[src/hdl/sgv_pkg.sv]
package sgv_pkg;

  localparam int MAX_COLUMNS_DEF  = 256;
  localparam int ANGLE_STAGES_DEF = 16;
  localparam int DIV_STEPS        = 32;
  localparam int QW               = DIV_STEPS + 1;
  localparam int CXW              = 32;
  localparam int CZW              = 33;
  localparam int TEX_LSB          = 17;

  localparam logic [CXW-1:0] CORDIC_GAIN = 32'h26DD3B6A;
  localparam logic [8:0]     COLUMNS_RST = 9'd32;
  localparam logic [15:0]    RADIUS_RST  = 16'h8000;

  localparam logic REG_COLUMNS = 1'b0;
  localparam logic REG_RADIUS  = 1'b1;

  typedef struct packed {
    logic [7:0] row_index;
    logic [7:0] col_index;
  } in_beat_t;

  typedef struct packed {
    logic signed [15:0] pos_x;
    logic signed [15:0] pos_y;
    logic signed [15:0] pos_z;
    logic signed [15:0] norm_x;
    logic signed [15:0] norm_y;
    logic signed [15:0] norm_z;
    logic [15:0]        tex_u;
    logic [15:0]        tex_v;
    logic [15:0]        vertex_index;
    logic               in_range;
  } out_beat_t;

  typedef struct packed {
    logic        in_range;
    logic [15:0] vidx;
  } side_t;

  typedef struct packed {
    logic        in_range;
    logic [15:0] vidx;
    logic [15:0] tex_u;
    logic [15:0] tex_v;
    logic        flip_t;
    logic        flip_p;
  } late_t;

  typedef struct packed {
    logic signed [CZW-1:0] z;
    logic                  flip;
  } fold_t;

  function automatic logic [31:0] atan_turn(input int k);
    logic [31:0] a;
    unique case (k)
      0:  a = 32'h20000000;
      1:  a = 32'h12E4051E;
      2:  a = 32'h09FB385B;
      3:  a = 32'h051111D4;
      4:  a = 32'h028B0D43;
      5:  a = 32'h0145D7E1;
      6:  a = 32'h00A2F61E;
      7:  a = 32'h00517C55;
      8:  a = 32'h0028BE53;
      9:  a = 32'h00145F2F;
      10: a = 32'h000A2F98;
      11: a = 32'h000517CC;
      12: a = 32'h00028BE6;
      13: a = 32'h000145F3;
      14: a = 32'h0000A2FA;
      15: a = 32'h0000517D;
      16: a = 32'h000028BE;
      17: a = 32'h0000145F;
      18: a = 32'h00000A30;
      19: a = 32'h00000518;
      20: a = 32'h0000028C;
      21: a = 32'h00000146;
      22: a = 32'h000000A3;
      23: a = 32'h00000051;
      default: a = 32'h0;
    endcase
    return a;
  endfunction

  // bring an angle into [-90, 90] degrees, flag a half-turn
  function automatic fold_t fold_angle(input logic [31:0] ang);
    fold_t f;
    logic signed [CZW-1:0] za;
    za = $signed({ang[31], ang});
    f.flip = 1'b0;
    f.z = za;
    if (za > 33'sd1073741824) begin
      f.z = za - 33'sd2147483648;
      f.flip = 1'b1;
    end else if (za < -33'sd1073741824) begin
      f.z = za + 33'sd2147483648;
      f.flip = 1'b1;
    end
    return f;
  endfunction

  function automatic logic signed [15:0] sat16(input logic signed [63:0] v);
    logic signed [15:0] s;
    if (v > 64'sd32767) begin
      s = 16'sh7FFF;
    end else if (v < -64'sd32768) begin
      s = -16'sh8000;
    end else begin
      s = v[15:0];
    end
    return s;
  endfunction

endpackage

[src/hdl/sgv_div_cell.sv]
module sgv_div_cell import sgv_pkg::*; #(
  parameter int CW = 9
) (
  input  logic          clk,
  input  logic          en,
  input  logic [CW-1:0] d_i,
  input  logic [CW-1:0] r_i,
  input  logic [QW-1:0] q_i,
  input  logic [31:0]   x_i,
  output logic [CW-1:0] d_o,
  output logic [CW-1:0] r_o,
  output logic [QW-1:0] q_o,
  output logic [31:0]   x_o
);

  logic [CW:0]   s;
  logic [CW:0]   d_ext;
  logic          ge;
  logic [CW-1:0] d_r, r_r;
  logic [QW-1:0] q_r;
  logic [31:0]   x_r;

  // one restoring step: shift in the next dividend bit, subtract if it fits
  assign s     = {r_i, x_i[31]};
  assign d_ext = {1'b0, d_i};
  assign ge    = (s >= d_ext);

  always_ff @(posedge clk) begin
    if (en) begin
      d_r <= d_i;
      r_r <= ge ? CW'(s - d_ext) : CW'(s);
      q_r <= {q_i[QW-2:0], ge};
      x_r <= {x_i[30:0], 1'b0};
    end
  end

  assign d_o = d_r;
  assign r_o = r_r;
  assign q_o = q_r;
  assign x_o = x_r;

endmodule

[config.mk]
export PLATFORM = sky130hd
export DESIGN_NAME = sgv_div_cell
export DESIGN_NICKNAME = d
export VERILOG_FILES = /design/src/hdl/sgv_pkg.sv /design/src/hdl/sgv_div_cell.sv
export SDC_FILE = /design/constraint.sdc
export NUM_CORES = 1
export LEC_CHECK = 0
export BUFFER_PORTS_ARGS = -buffer_cell sky130_fd_sc_hd__buf_2
export CAP_MARGIN = 20
export CELL_PAD_IN_SITES_DETAIL_PLACEMENT = 0
export CELL_PAD_IN_SITES_GLOBAL_PLACEMENT = 2
export CORE_MARGIN = 2
export CORE_UTILIZATION = 29
export CTS_CLUSTER_SIZE = 8
export DETAILED_ROUTE_END_ITERATION = 8
export HOLD_SLACK_MARGIN = 0.15
export PLACE_DENSITY_LB_ADDON = 0.08
export SETUP_SLACK_MARGIN = 0.02
export SYNTH_ARGS = -nofsm -noshare
export SYNTH_HDL_FRONTEND = slang
export SYNTH_SLANG_ARGS = --single-unit
[constraint.sdc]
create_clock -name clk -period 3.3 [get_ports clk]
set_input_delay 0.66 -clock clk [delete_from_list [all_inputs] [get_ports clk]]
set_output_delay 0.66 -clock clk [all_outputs]
set_load 0.005 [all_outputs]
==> results.tsv <==
stage	metric	value	unit
clock_tree	setup bufs post-CTS	0	
clock_tree	H-tree Lvls	3	
synth	number of synthesized flops with an enable pin	82	
synth	Avg Inst Size Synth	18.51	um2
timing	fraction of the cycle the final worst path needs	80.90	%
power_and_ir_drop	Flop pwr share	51.0	%
route	starting DRC count in detailed routing	44	
die	core box area	0.01070	mm2
route	Post-route DRC	0	
worst_hold_path	type of the worst min-delay path	in -> reg	
route	remaining antenna violation count	0	
power_and_ir_drop	clock group share of total power	36.5	%
route	Vias/cell	4.302	
clock_tree	cts repair resizes	0	
placement	port bufs	165	
synth	library cell with the highest instance count after synthesis	edfxtp_1	
synth	post-synthesis instance total	170	
clock_tree	Sink Count	82	
timing	final-report setup violation count	0	
layout	Multi-input gate area	601.8	um2
die	overall die height	108.2	um
grt	total global-route track usage	12.72	%
route	DR WL/cell	15.38	um
synth	ranking of synthesized cells by area	edfxtp_1 (78%), ha_1 (3.6%), inv_1 (1.4%), mux2_4 (1.4%), a21oi_1 (0.95%)	
grt	first-pass GRT wire length	10.94	mm
timing	pin slew with the least headroom to its limit	568.5	ps
placement	dpl hpwl	5.803	mm
synth	count of unique library cells instantiated by Yosys	44	
power_and_ir_drop	P_sw	566.1	uW
grt	total grt overflow	0	
synth	net count after synthesis	265	
synth	Synth warnings	0	
route	via count	2108	
die	overall die width	108.2	um
critical_path	crit path launch type	input pin	
clock_tree	clock buffer count from CTS	9	
status	outcome	finished, final reports clean	
clock_tree	maximum number of buffers from clock root to sink	2	
power_and_ir_drop	internal power	1.918	mW
timing	setup repair after global routing missed its margin	no	
power_and_ir_drop	Comb power frac	12.5	%
critical_path	required time of the critical path	3390	ps
critical_path	kind of critical path	in -> reg	
critical_path	Worst setup startpoint	x_i[31]	
clock_tree	Clock transition at path regs	100	ps
synth	Netlist Area Pre-Place	0.003147	mm2
timing	shortest period the worst path allows	2670	ps
route	total detailed-routing wirelength	7.538	mm
placement	final weighted congestion of routability-driven global placement	0.7191	
layout	number of fill cells	1047	
layout	layout overhead on the synthesized area	39.84	%
die	starting utilization of the core area	29.42	%
layout	layout net count	440	
timing	Min Hold Slack	475.2	ps
synth	area share of the largest cell type after synthesis	78.25	%
layout	number of diodes added for antenna fixing	0	
critical_path	data arrival time of the critical path	2760	ps
die	die footprint	0.01170	mm2
job	number of maximum-capacitance constraint violations	0	
synth	proportion of register bits with asynchronous set or reset after synthesis	0	%
grt	largest net degree at the start of global routing	47	
clock_tree	clock tree from TritonCTS	built	
power_and_ir_drop	overall power of the completed layout	2.484	mW
timing	final hold violation count	0	
route	total iterations of the first detailed-routing run	4	
layout	layout cell share with drive strength beyond 1	56.00	%
timing	Max-slew headroom	62.10	%
power_and_ir_drop	power per cell area	564.5	mW/mm2
grt	vias in the first global route	1980	
power_and_ir_drop	leakage power figure	1.901	nW
critical_path	Worst Path Max Fanout	7	
die	number of placed I/O pins	168	
clock_tree	CTS Hold Bufs	0	
synth	cell accounting for the most synthesized area	edfxtp_1	
synth	dominant register cell in the synthesized netlist	edfxtp_1	
layout	sequential cell area	0.002462	mm2
power_and_ir_drop	switching portion of total power	22.79	%
grt	number of antenna violations at the first check in global routing	1	
power_and_ir_drop	IR drop worst, VDD	0.2458	mV
timing	setup total negative slack	0	ps
layout	Final Core Density	41.13	%
critical_path	crit end category	flop	
critical_path	critical path capture point	r_o[4]	
timing	count of final max-slew check failures	0	
synth	post-synthesis register bit count	82	
synth	cell types with the highest counts after synthesis	edfxtp_1 (82), inv_1 (12), ha_1 (9), a21oi_1 (6)	
clock_tree	CTS Root Buffer Type	clkbuf_8	
synth	fraction of the yosys area taken by sequential cells	78.25	%
die	number of rows created at floorplan	38	
timing	maximum frequency from static timing analysis	0.3746	GHz
==> cell usage in the layout (no fill, tap or decap), drive strengths merged, types with 2 or more instances in the layout <==
master	count
buf	169
edfxtp	82
inv	17
ha	9
clkbuf	9
a21oi	6
o211ai	4
nand2	4
mux2	4
a211oi	4
a21o	3
nand2b	3
bufinv	3
nand3	2
a211o	2
nor2	2
o31ai	2
a2111oi	2
xnor2	2
mux2i	2
o21ai	2
==> flip-flops by register name (all words and copies together) (netlist names) <==
signal  count
x_o        31
d_o         9
q_o        33
r_o         9
==> routing by layer <==
metal  part of all wire [%]  track usage, %  vias to the layer above
met4                   0.88           3.571                        2
met3                    9.0           5.304                        9
met5                   0.13               0                        -
met1                     41           15.47                      987
met2                     49           20.84                       92
li1                       -               -                     1018
==> final cells by class <==
cell class,instances,area share (%)
sequential,82,55.96
timing repair buffer,169,19.51
multi-input combinational,70,13.68
tap,140,3.981
clock inverter,7,2.900
clock buffer,9,2.815
inverter,13,1.166
==> through the flow <==
stage / cells / worst slack, ps / instance area (um2)
3_5_place_dp: 474 / 247.1 / 4149
3_3_place_gp: 474 / 229.9 / 4149
2_1_floorplan: 170 / 555.2 / 3147
6_report: 490 / 630.3 / 4400
4_1_cts: 490 / 602.7 / 4400
5_1_grt: 490 / 481.9 / 4400
==> power groups by stage <==
| stage | registers, mW | clock network [mW] | logic, mW |
|---|---|---|---|
| after global placement | 1.29 | 0 | 0.315 |
| after floorplan | 1.31 | 0 | 0.112 |
| after CTS | 1.27 | 0.935 | 0.318 |
| after global routing | 1.28 | 0.982 | 0.347 |
| final | 1.27 | 0.907 | 0.310 |
| after detailed placement | 1.29 | 0 | 0.317 |
==> worst min path at each step <==
| stage | from | to | slack [ps] | cells past startpoint |
|---|---|---|---|---|
| after detailed placement | q_i[17] | q_o[18] | 840 | 1 |
| after floorplan | d_i[0] | d_o[0] | 760 | 0 |
| final | x_i[20] | x_o[21] | 480 | 1 |
| after global routing | q_i[17] | q_o[18] | 440 | 1 |
| after CTS | x_i[26] | x_o[27] | 450 | 1 |
| after global placement | x_i[17] | x_o[18] | 840 | 1 |
==> cell families after synthesis <==
logic type,count (synthesis),synth area share (%)
flops,82,78.25
other cells,1,0.1192
fa+ha+maj,10,4.215
buf+inv,18,2.624
mux,6,2.425
xor+xnor,3,0.8351
compound gates,33,8.430
simple gates,17,3.102
==> worst max-delay path: stages <==
cell	delay, ps
buf_2	90
inv_1	60
ha_1	150
inv_1	50
fa_1	440
a211oi_2	360
o21ai_2	150
a211oi_4	360
inv_4	120
mux2_4	310
(Power assumes the default switching activity.)
