File: src/hdl/sgv_pkg.sv
package sgv_pkg;

  localparam int MAX_COLUMNS_DEF  = 256;
  localparam int ANGLE_STAGES_DEF = 16;
  localparam int DIV_STEPS        = 32;
  localparam int QW               = DIV_STEPS + 1;
  localparam int CXW              = 32;
  localparam int CZW              = 33;
  localparam int TEX_LSB          = 17;

  localparam logic [CXW-1:0] CORDIC_GAIN = 32'h26DD3B6A;
  localparam logic [8:0]     COLUMNS_RST = 9'd32;
  localparam logic [15:0]    RADIUS_RST  = 16'h8000;

  localparam logic REG_COLUMNS = 1'b0;
  localparam logic REG_RADIUS  = 1'b1;

  typedef struct packed {
    logic [7:0] row_index;
    logic [7:0] col_index;
  } in_beat_t;

  typedef struct packed {
    logic signed [15:0] pos_x;
    logic signed [15:0] pos_y;
    logic signed [15:0] pos_z;
    logic signed [15:0] norm_x;
    logic signed [15:0] norm_y;
    logic signed [15:0] norm_z;
    logic [15:0]        tex_u;
    logic [15:0]        tex_v;
    logic [15:0]        vertex_index;
    logic               in_range;
  } out_beat_t;

  typedef struct packed {
    logic        in_range;
    logic [15:0] vidx;
  } side_t;

  typedef struct packed {
    logic        in_range;
    logic [15:0] vidx;
    logic [15:0] tex_u;
    logic [15:0] tex_v;
    logic        flip_t;
    logic        flip_p;
  } late_t;

  typedef struct packed {
    logic signed [CZW-1:0] z;
    logic                  flip;
  } fold_t;

  function automatic logic [31:0] atan_turn(input int k);
    logic [31:0] a;
    unique case (k)
      0:  a = 32'h20000000;
      1:  a = 32'h12E4051E;
      2:  a = 32'h09FB385B;
      3:  a = 32'h051111D4;
      4:  a = 32'h028B0D43;
      5:  a = 32'h0145D7E1;
      6:  a = 32'h00A2F61E;
      7:  a = 32'h00517C55;
      8:  a = 32'h0028BE53;
      9:  a = 32'h00145F2F;
      10: a = 32'h000A2F98;
      11: a = 32'h000517CC;
      12: a = 32'h00028BE6;
      13: a = 32'h000145F3;
      14: a = 32'h0000A2FA;
      15: a = 32'h0000517D;
      16: a = 32'h000028BE;
      17: a = 32'h0000145F;
      18: a = 32'h00000A30;
      19: a = 32'h00000518;
      20: a = 32'h0000028C;
      21: a = 32'h00000146;
      22: a = 32'h000000A3;
      23: a = 32'h00000051;
      default: a = 32'h0;
    endcase
    return a;
  endfunction

  // bring an angle into [-90, 90] degrees, flag a half-turn
  function automatic fold_t fold_angle(input logic [31:0] ang);
    fold_t f;
    logic signed [CZW-1:0] za;
    za = $signed({ang[31], ang});
    f.flip = 1'b0;
    f.z = za;
    if (za > 33'sd1073741824) begin
      f.z = za - 33'sd2147483648;
      f.flip = 1'b1;
    end else if (za < -33'sd1073741824) begin
      f.z = za + 33'sd2147483648;
      f.flip = 1'b1;
    end
    return f;
  endfunction

  function automatic logic signed [15:0] sat16(input logic signed [63:0] v);
    logic signed [15:0] s;
    if (v > 64'sd32767) begin
      s = 16'sh7FFF;
    end else if (v < -64'sd32768) begin
      s = -16'sh8000;
    end else begin
      s = v[15:0];
    end
    return s;
  endfunction

endpackage

File: src/hdl/sgv_cordic_cell.sv
module sgv_cordic_cell import sgv_pkg::*; #(
  parameter int STAGE = 0
) (
  input  logic                  clk,
  input  logic                  en,
  input  logic signed [CXW-1:0] x_i,
  input  logic signed [CXW-1:0] y_i,
  input  logic signed [CZW-1:0] z_i,
  output logic signed [CXW-1:0] x_o,
  output logic signed [CXW-1:0] y_o,
  output logic signed [CZW-1:0] z_o
);

  logic signed [CXW-1:0] dx, dy;
  logic signed [CZW-1:0] at;
  logic signed [CXW-1:0] x_r, y_r;
  logic signed [CZW-1:0] z_r;

  assign dx = x_i >>> STAGE;
  assign dy = y_i >>> STAGE;
  assign at = $signed(CZW'(atan_turn(STAGE)));

  always_ff @(posedge clk) begin
    if (en) begin
      if (z_i >= 0) begin
        x_r <= x_i - dy;
        y_r <= y_i + dx;
        z_r <= z_i - at;
      end else begin
        x_r <= x_i + dy;
        y_r <= y_i - dx;
        z_r <= z_i + at;
      end
    end
  end

  assign x_o = x_r;
  assign y_o = y_r;
  assign z_o = z_r;

endmodule

File: config.mk
export PLATFORM = sky130hd
export DESIGN_NAME = sgv_cordic_cell
export DESIGN_NICKNAME = d
export VERILOG_FILES = /design/src/hdl/sgv_pkg.sv /design/src/hdl/sgv_cordic_cell.sv
export SDC_FILE = /design/constraint.sdc
export NUM_CORES = 1
export LEC_CHECK = 0
export ABC_AREA = 1
export BUFFER_PORTS_ARGS = -buffer_cell sky130_fd_sc_hd__clkbuf_2
export CAP_MARGIN = 20
export CORE_MARGIN = 2
export CORE_UTILIZATION = 55
export DETAILED_ROUTE_END_ITERATION = 10
export PLACE_DENSITY = 0.9
export SYNTH_ARGS = -nofsm -noshare
export SYNTH_HDL_FRONTEND = slang
export SYNTH_SLANG_ARGS = --single-unit
File: constraint.sdc
create_clock -name clk -period 2.24 [get_ports clk]
set_clock_uncertainty 0.1 [all_clocks]
set_input_delay 0.336 -clock clk [delete_from_list [all_inputs] [get_ports clk]]
set_output_delay 0.336 -clock clk [all_outputs]
set_load 0.01 [all_outputs]
==> results of run 1 <==
[worst max-delay path: cells and delay by family]
kind / cells / cell delay, ns
buf+inv: 3 / 0.22
compound gates: 1 / 0.15
simple gates: 8 / 1.00
fa+ha+maj: 1 / 0.43
[kinds of logic after synthesis]
family / after synthesis / share of synthesized area [%]
AND/OR/NAND/NOR: 938 / 36.6
buffers and inverters: 388 / 14.6
AO/OA/AOI/OAI: 129 / 6.58
adder cells (fa/ha/maj): 106 / 12.8
flip-flops: 96 / 27.5
XOR/XNOR: 23 / 1.92
[cell type report]
type | instances | area share, %
Clock inverter | 7 | 0.575
Sequential cell | 96 | 21.4
Tap cell | 234 | 2.17
Clock buffer | 9 | 1.67
Inverter | 346 | 9.63
Timing Repair Buffer | 401 | 19.0
Multi-Input combinational cell | 1196 | 45.6
[registers in the layout, summed over array words and instances, names as in the netlist]
register	cells
z_o	33
y_o	31
x_o	32
[metrics by stage]
step                hold WS, ns  cells  setup TNS, ns  instance area (µm²)
finish                   0.0482   2289              0                13500
global route             0.0450   2289         -0.162                13500
CTS                      0.0458   2289              0                13400
detailed placement        0.415   2273          -8.10                13100
global placement          0.413   2273          -6.79                13100
floorplan                 0.335   1680              0                10500
[cells in the final DEF, fill, tap and decap left out, drive strengths merged]
cell      instances
a211oi            1
a21oi            72
a31oi             4
and2              2
and3              1
buf             208
clkbuf          202
clkinv            3
clkinvlp          1
edfxtp           96
fa                3
ha              103
inv             349
nand2           630
nand3           158
nand3b            3
nand4            23
nor2            112
nor3              8
nor4              1
o21ai            35
o21bai           11
o22ai             4
o31ai             2
xor2             23
[power by group]
part | total, mW | internal (mW) | switching (mW) | leakage, nW
logic | 3.02 | 1.16 | 1.85 | 6.82
clock network | 1.64 | 0.793 | 0.845 | 0.144
registers | 2.33 | 2.26 | 0.0768 | 0.939
total | 6.99 | 4.22 | 2.77 | 7.90
[metal layers]
| layer | up-vias | GRT usage (%) |
|---|---|---|
| li1 | 5927 | - |
| met1 | 5430 | 47.7 |
| met2 | 618 | 59.2 |
| met3 | 104 | 4.24 |
| met4 | 0 | 14.9 |
| met5 | - | 0 |
[final timing paths]
path	from	end	slack (ns)	cells after the start
worst max-delay path	x_i[14]	y_o[23]$_DFFE_PP_	0.12	13
worst min-delay path	z_i[24]	z_o[24]$_DFFE_PP_	0.05	1
[what timing repair did]
action	CTS	global route
setup endpoints to repair	0	26
buffers inserted	0	0
resized for setup	0	24
==> impl_results.md, run 1 <==
- Post-Syn Nets: between 1500 and 2000
- Worst setup margin: roughly 0.12 ns
- Register Area: 2880 µm²
- Fraction of layout cells with a size suffix above 1: a little over a fifth
- CP Launch Type: input pin
- RD Place Congestion: approximately 1.1
- Starting Density: approximately 56%
- Synth area leaders: edfxtp_1 (27%), nand2_1 (22%), inv_1 (12%)
- DR iter-0 viols: 1166
- Synthesized area: approximately 10000 µm²
- Total Power: 6.99 mW
- Post-synth EDFFs: 96
- Synthesized flop and latch total: 96
- # clock sinks: between 90 and 100
- Multi-input combinational cell area: roughly 6100 µm²
- Finished Core Util: approximately 72%
- Min-Delay Path Class: in -> reg
- Ys async rst share: 0%
- CP max FO: 8
- Synth unique cells: 31
- Global-route wire length before repair: approximately 56000 µm
- Pins Over Slew Limit: 0
- WL met2: ~17000 µm
- Top-count cell post-synth: nand2_1
- Drt pass-1 iters: 6
- Vias in the first global route: around 11000
- Max VDD drop: between 300 and 400 µV
- Routed WL: between 30000 and 40000 µm
- WL met3: approximately 3200 µm
- Port bufs: slightly below 200
- # DRC: 0
- Post-synthesis sequential area ratio: a little over a quarter
- Post-synth top area share: between 20% and 30%
- Average wire per standard cell: ~16 µm
- Max Freq: roughly 470 MHz
- Clk slew on worst S/H paths: ~0.08 ns
- Fillers: ~1600
- # rows: 50
- CP dominant cell by count: nand2_1
- Kind of critical path: in -> reg
- Max incr delay on CP: ~0.43 ns
- Avg Vias per Cell: roughly 5.3
- WP data arrival: 2.14 ns
- Post-synth top area cell: edfxtp_1
- Met1 WL: roughly 16000 µm
- Hold_buf cts: 0
- Post-synthesis cell count: 1680
- Max-cap viol count: 0
- TritonCTS clock tree: built
- Worst slew pin tran: between 0.6 and 0.7 ns
- PD cells: just over 500 nW/µm²
- Worst slew margin: between 50% and 60%
- Period minus WS final: 2.12 ns
- Antenna Cells: 0
- Top cells by count, synth: nand2_1 (629), inv_1 (345), nand3_1 (158)
- Syn. warnings: 0
- Tcrit/Tclk final: ~95%
- Avg Cell Area, Syn: 6.25 µm²
- Routed Antenna Nets: 0
- Area growth, synth to finish: 28.4%
- # H-tree levels: 3
- Core Region: approximately 19000 µm²
- Clock buffer depth: 2
- DIE WIDTH: ~140 µm
- Cell at the slowest stage of the critical path: ha_1
- TritonCTS buffer count: 9
- Final Hold Vio Count: 0
- Status: finished clean
- Post-synth top flop: edfxtp_1
- Critical Path RT: between 2 and 2.5 ns
- Largest net degree at the start of global routing: between 50 and 60
- Clock root buffer: clkbuf_16
- Final setup viols: 0
- Die Area: between 20000 and 25000 µm²
- Dpl ws: -0.322 ns
- Ports: ~200
- Initial antenna violation count: 0
- Crit end category: register
- Static leakage: just under 8 nW
- Vias: 12100
- Total track usage: a little over a third
- Die Y: between 100 and 150 µm
- Total grt overflow: 0
- CP Cell Sequence: clkbuf_2 -> inv_1 -> ha_1 -> nand2_1 -> inv_1 -> nand2_1 -> nand2_1 -> a21oi_1 -> nand2_1 -> nand2_1 -> nand3_1 -> nand3_1 -> nand2_1
- Top sig layer: met4
- Hpwl dp: between 30000 and 40000 µm
- Post-layout nets: around 2300
No activity file was read; power rests on OpenSTA's default activity.
==> run 2: changes to the inputs <==
--- a/config.mk
+++ b/config.mk
@@ -8,10 +8,13 @@
 export ABC_AREA = 1
 export BUFFER_PORTS_ARGS = -buffer_cell sky130_fd_sc_hd__clkbuf_2
 export CAP_MARGIN = 20
+export CELL_PAD_IN_SITES_DETAIL_PLACEMENT = 1
+export CELL_PAD_IN_SITES_GLOBAL_PLACEMENT = 1
 export CORE_MARGIN = 2
-export CORE_UTILIZATION = 55
+export CORE_UTILIZATION = 40
 export DETAILED_ROUTE_END_ITERATION = 10
-export PLACE_DENSITY = 0.9
+export PLACE_DENSITY = 0.94
+export SKIP_LAST_GASP = 1
 export SYNTH_ARGS = -nofsm -noshare
 export SYNTH_HDL_FRONTEND = slang
 export SYNTH_SLANG_ARGS = --single-unit
==> run 2 against run 1 <==
  * Flip-flop and latch count unchanged
  * Clock power up 5%
  * Sequential power about the same
  * Clock-buffer cell count unchanged
  * Fmax down 7.0%
  * Sequential share of layout area down 0.60 points
  * Critical endpoint is now x_o[22]$_DFFE_PP_
  * Power up 7.3%
  * Global-route usage down 1.6 points
  * Wire length up 38%
  * Critical path depth up 2
  * Die area up 36%
  * The run now ends with setup timing left
==> impl_results.md, run 2 (synthesis results as in run 1) <==
- Core Region: 25900 µm² (+39%)
- Kind of critical path: in -> reg
- Most frequent cells in the layout: nand2_1 (617), inv_1 (344), buf_4 (200)
- Finished Cell Area: 13900 µm² (+2.9%)
- NetSw: 3.14 mW (+13%)
- Placed instance area: 13200 µm² (+0.73%)
- Largest register FFs: 33 (unchanged)
- Post-layout nets: 2251 (-0.18%)
- DIE WIDTH: 166 µm (+17%)
- CP max FO: 6 (-2)
- Clk slew on worst S/H paths: 0.09 ns (about the same)
- Switching Fraction: 41.8% (+2.1 points)
- Drt pass-1 iters: 6 (unchanged)
- Worst slew pin tran: 0.710 ns (+0.0107 ns)
- TritonCTS clock tree: built
- Internal Pwr Total: 4.36 mW (+3.5%)
- Max-cap viol count: 0 (unchanged)
- CP Launch Type: input pin
- Hold_buf cts: 0 (unchanged)
- Hpwl dp: 37000 µm (+19%)
- Clock power share: 23.1% (-0.3 points)
- Met1 WL: 18700 µm (+20%)
- # clock sinks: 96 (unchanged)
- Hold path cells: 1 (unchanged)
- Largest net degree at the start of global routing: 57 (unchanged)
- WL met2: 23800 µm (+42%)
- Max incr delay on CP: 0.40 ns (-0.03 ns)
- Failing checks: setup timing
- Fraction of layout cells with a size suffix above 1: 24.0% (+2.0 points)
- # H-tree levels: 3 (unchanged)
- Gate power share: 45.5% (+2.3 points)
- Final setup viols: 10 (+10)
- CP Cell Sequence: clkbuf_2 -> inv_1 -> ha_2 -> buf_4 -> nand2_1 -> nand2_1 -> nand2_1 -> nand3_1 -> nand2_1 -> nand2_1 -> nand2_1 -> nand2_1 -> nand2_1 -> nand3_1 -> nand2_1
- Cell at the slowest stage of the critical path: ha_2
- Initial antenna violation count: 0 (unchanged)
- Routed WL: 51400 µm (+38%)
- DR iter-0 viols: 1518 (+30%)
- Vias: 13700 (+14%)
- Min-Delay Path Class: in -> reg
- CP dominant cell by count: nand2_1
- Worst setup margin: -0.0431 ns (-0.160 ns)
- Max Freq: 438 MHz (-7.0%)
- Status: finished, violations left
- RD Place Congestion: 0.973 (-7.7%)
- WP data arrival: 2.33 ns (+0.19 ns)
- Vias in the first global route: 14300 (+27%)
- Global-route wire length before repair: 75000 µm (+34%)
- Most common cell after layout, fill and taps aside: nand2_1
- Clock root buffer: clkbuf_16
- # DRC: 0 (unchanged)
- Pins Over Slew Limit: 0 (unchanged)
- Top sig layer: met4
- Total track usage: 34.2% (-1.6 points)
- Port bufs: 195 (unchanged)
- Worst slew margin: 52.1% (-1.2 points)
- Routed Antenna Nets: 0 (unchanged)
- # rows: 59 (+18%)
- Antenna Cells: 0 (unchanged)
- Starting Density: 40.5% (-16 points)
- Sequential power share: 31.4% (-2.0 points)
- Ports: 196 (unchanged)
- Post-Layout Cell Count: 2386 (+4.2%)
- Final Hold Vio Count: 0 (unchanged)
- Placed Cells: 2370 (+4.3%)
- TritonCTS buffer count: 9 (unchanged)
- Period minus WS final: 2.28 ns (+0.160 ns)
- Critical Path RT: 2.29 ns (+0.03 ns)
- Post-CTS setup buffer count: 0 (unchanged)
- PD cells: 541 nW/µm² (+4.3%)
- Die Area: 27600 µm² (+36%)
- Average wire per standard cell: 21.5 µm (+33%)
- Area growth, synth to finish: 32.1%
- Clock buffer depth: 2 (unchanged)
- Total grt overflow: 0 (unchanged)
- Crit end category: register
- Max VDD drop: 331 µV (-11%)
- RSZ-0062 raised after global routing: yes
- WL met3: 4560 µm (+44%)
- Avg Vias per Cell: 5.75 (+8.9%)
- Static leakage: 7.89 nW (about the same)
- Tcrit/Tclk final: 102% (+7.2 points)
- Die Y: 166 µm (+17%)
## run 2: worst paths after layout
kind                start           endpoint  slack, ns
hold / removal    z_i[20]  z_o[20]$_DFFE_PP_       0.04
setup / recovery   x_i[3]  x_o[22]$_DFFE_PP_      -0.04
## run 2: repair_timing
| action | CTS | global route |
|---|---|---|
| hold endpoints to repair | 0 | 0 |
| gates resized for setup | 10 | 75 |
| endpoints found under the setup margin | 10 | 45 |
| pin swaps | 0 | 0 |
## run 2: power by group through the flow
stage / sequential (mW) / clock (mW) / combinational [mW]
finish: 2.35 / 1.73 / 3.41
CTS: 2.35 / 1.70 / 3.12
global route: 2.37 / 1.79 / 3.63
detailed placement: 2.39 / 0 / 3.02
floorplan: 2.48 / 0 / 1.47
global placement: 2.37 / 0 / 2.81
## run 2: layout make-up
type	instances	area, µm²
fill	3530	12000
multi-input combinational	1196	6430
sequential	96	2880
timing repair buffer	397	2530
inverter	346	1300
tap	335	419
clock buffer	9	225
clock inverter	7	78.8
## run 2: routing by layer
layer	vias up	track usage [%]
li1	5905	-
met1	6508	39.7
met2	952	58.9
met3	346	6.22
met4	0	20.6
met5	-	0
## run 2: per-stage QoR
step / setup WS [ns] / setup TNS, ns / total power, mW / util (%) / hold WS, ns
final: -0.0431 / -0.210 / 7.50 / 53.5 / 0.0408
after global placement: -0.244 / -7.05 / 5.18 / 51.0 / 0.413
after detailed placement: -0.501 / -14.73 / 5.41 / 51.0 / 0.416
after floorplan: 0.200 / 0 / 3.95 / - / 0.335
after CTS: 0.00864 / 0 / 7.17 / 52.3 / 0.0417
after global routing: -0.122 / -1.37 / 7.78 / 53.5 / 0.0396
## run 2: critical path: cells and delay by family
| family | cells | cell delay [ns] |
|---|---|---|
| buf+inv | 3 | 0.29 |
| fa+ha+maj | 1 | 0.40 |
| simple gates | 11 | 1.30 |
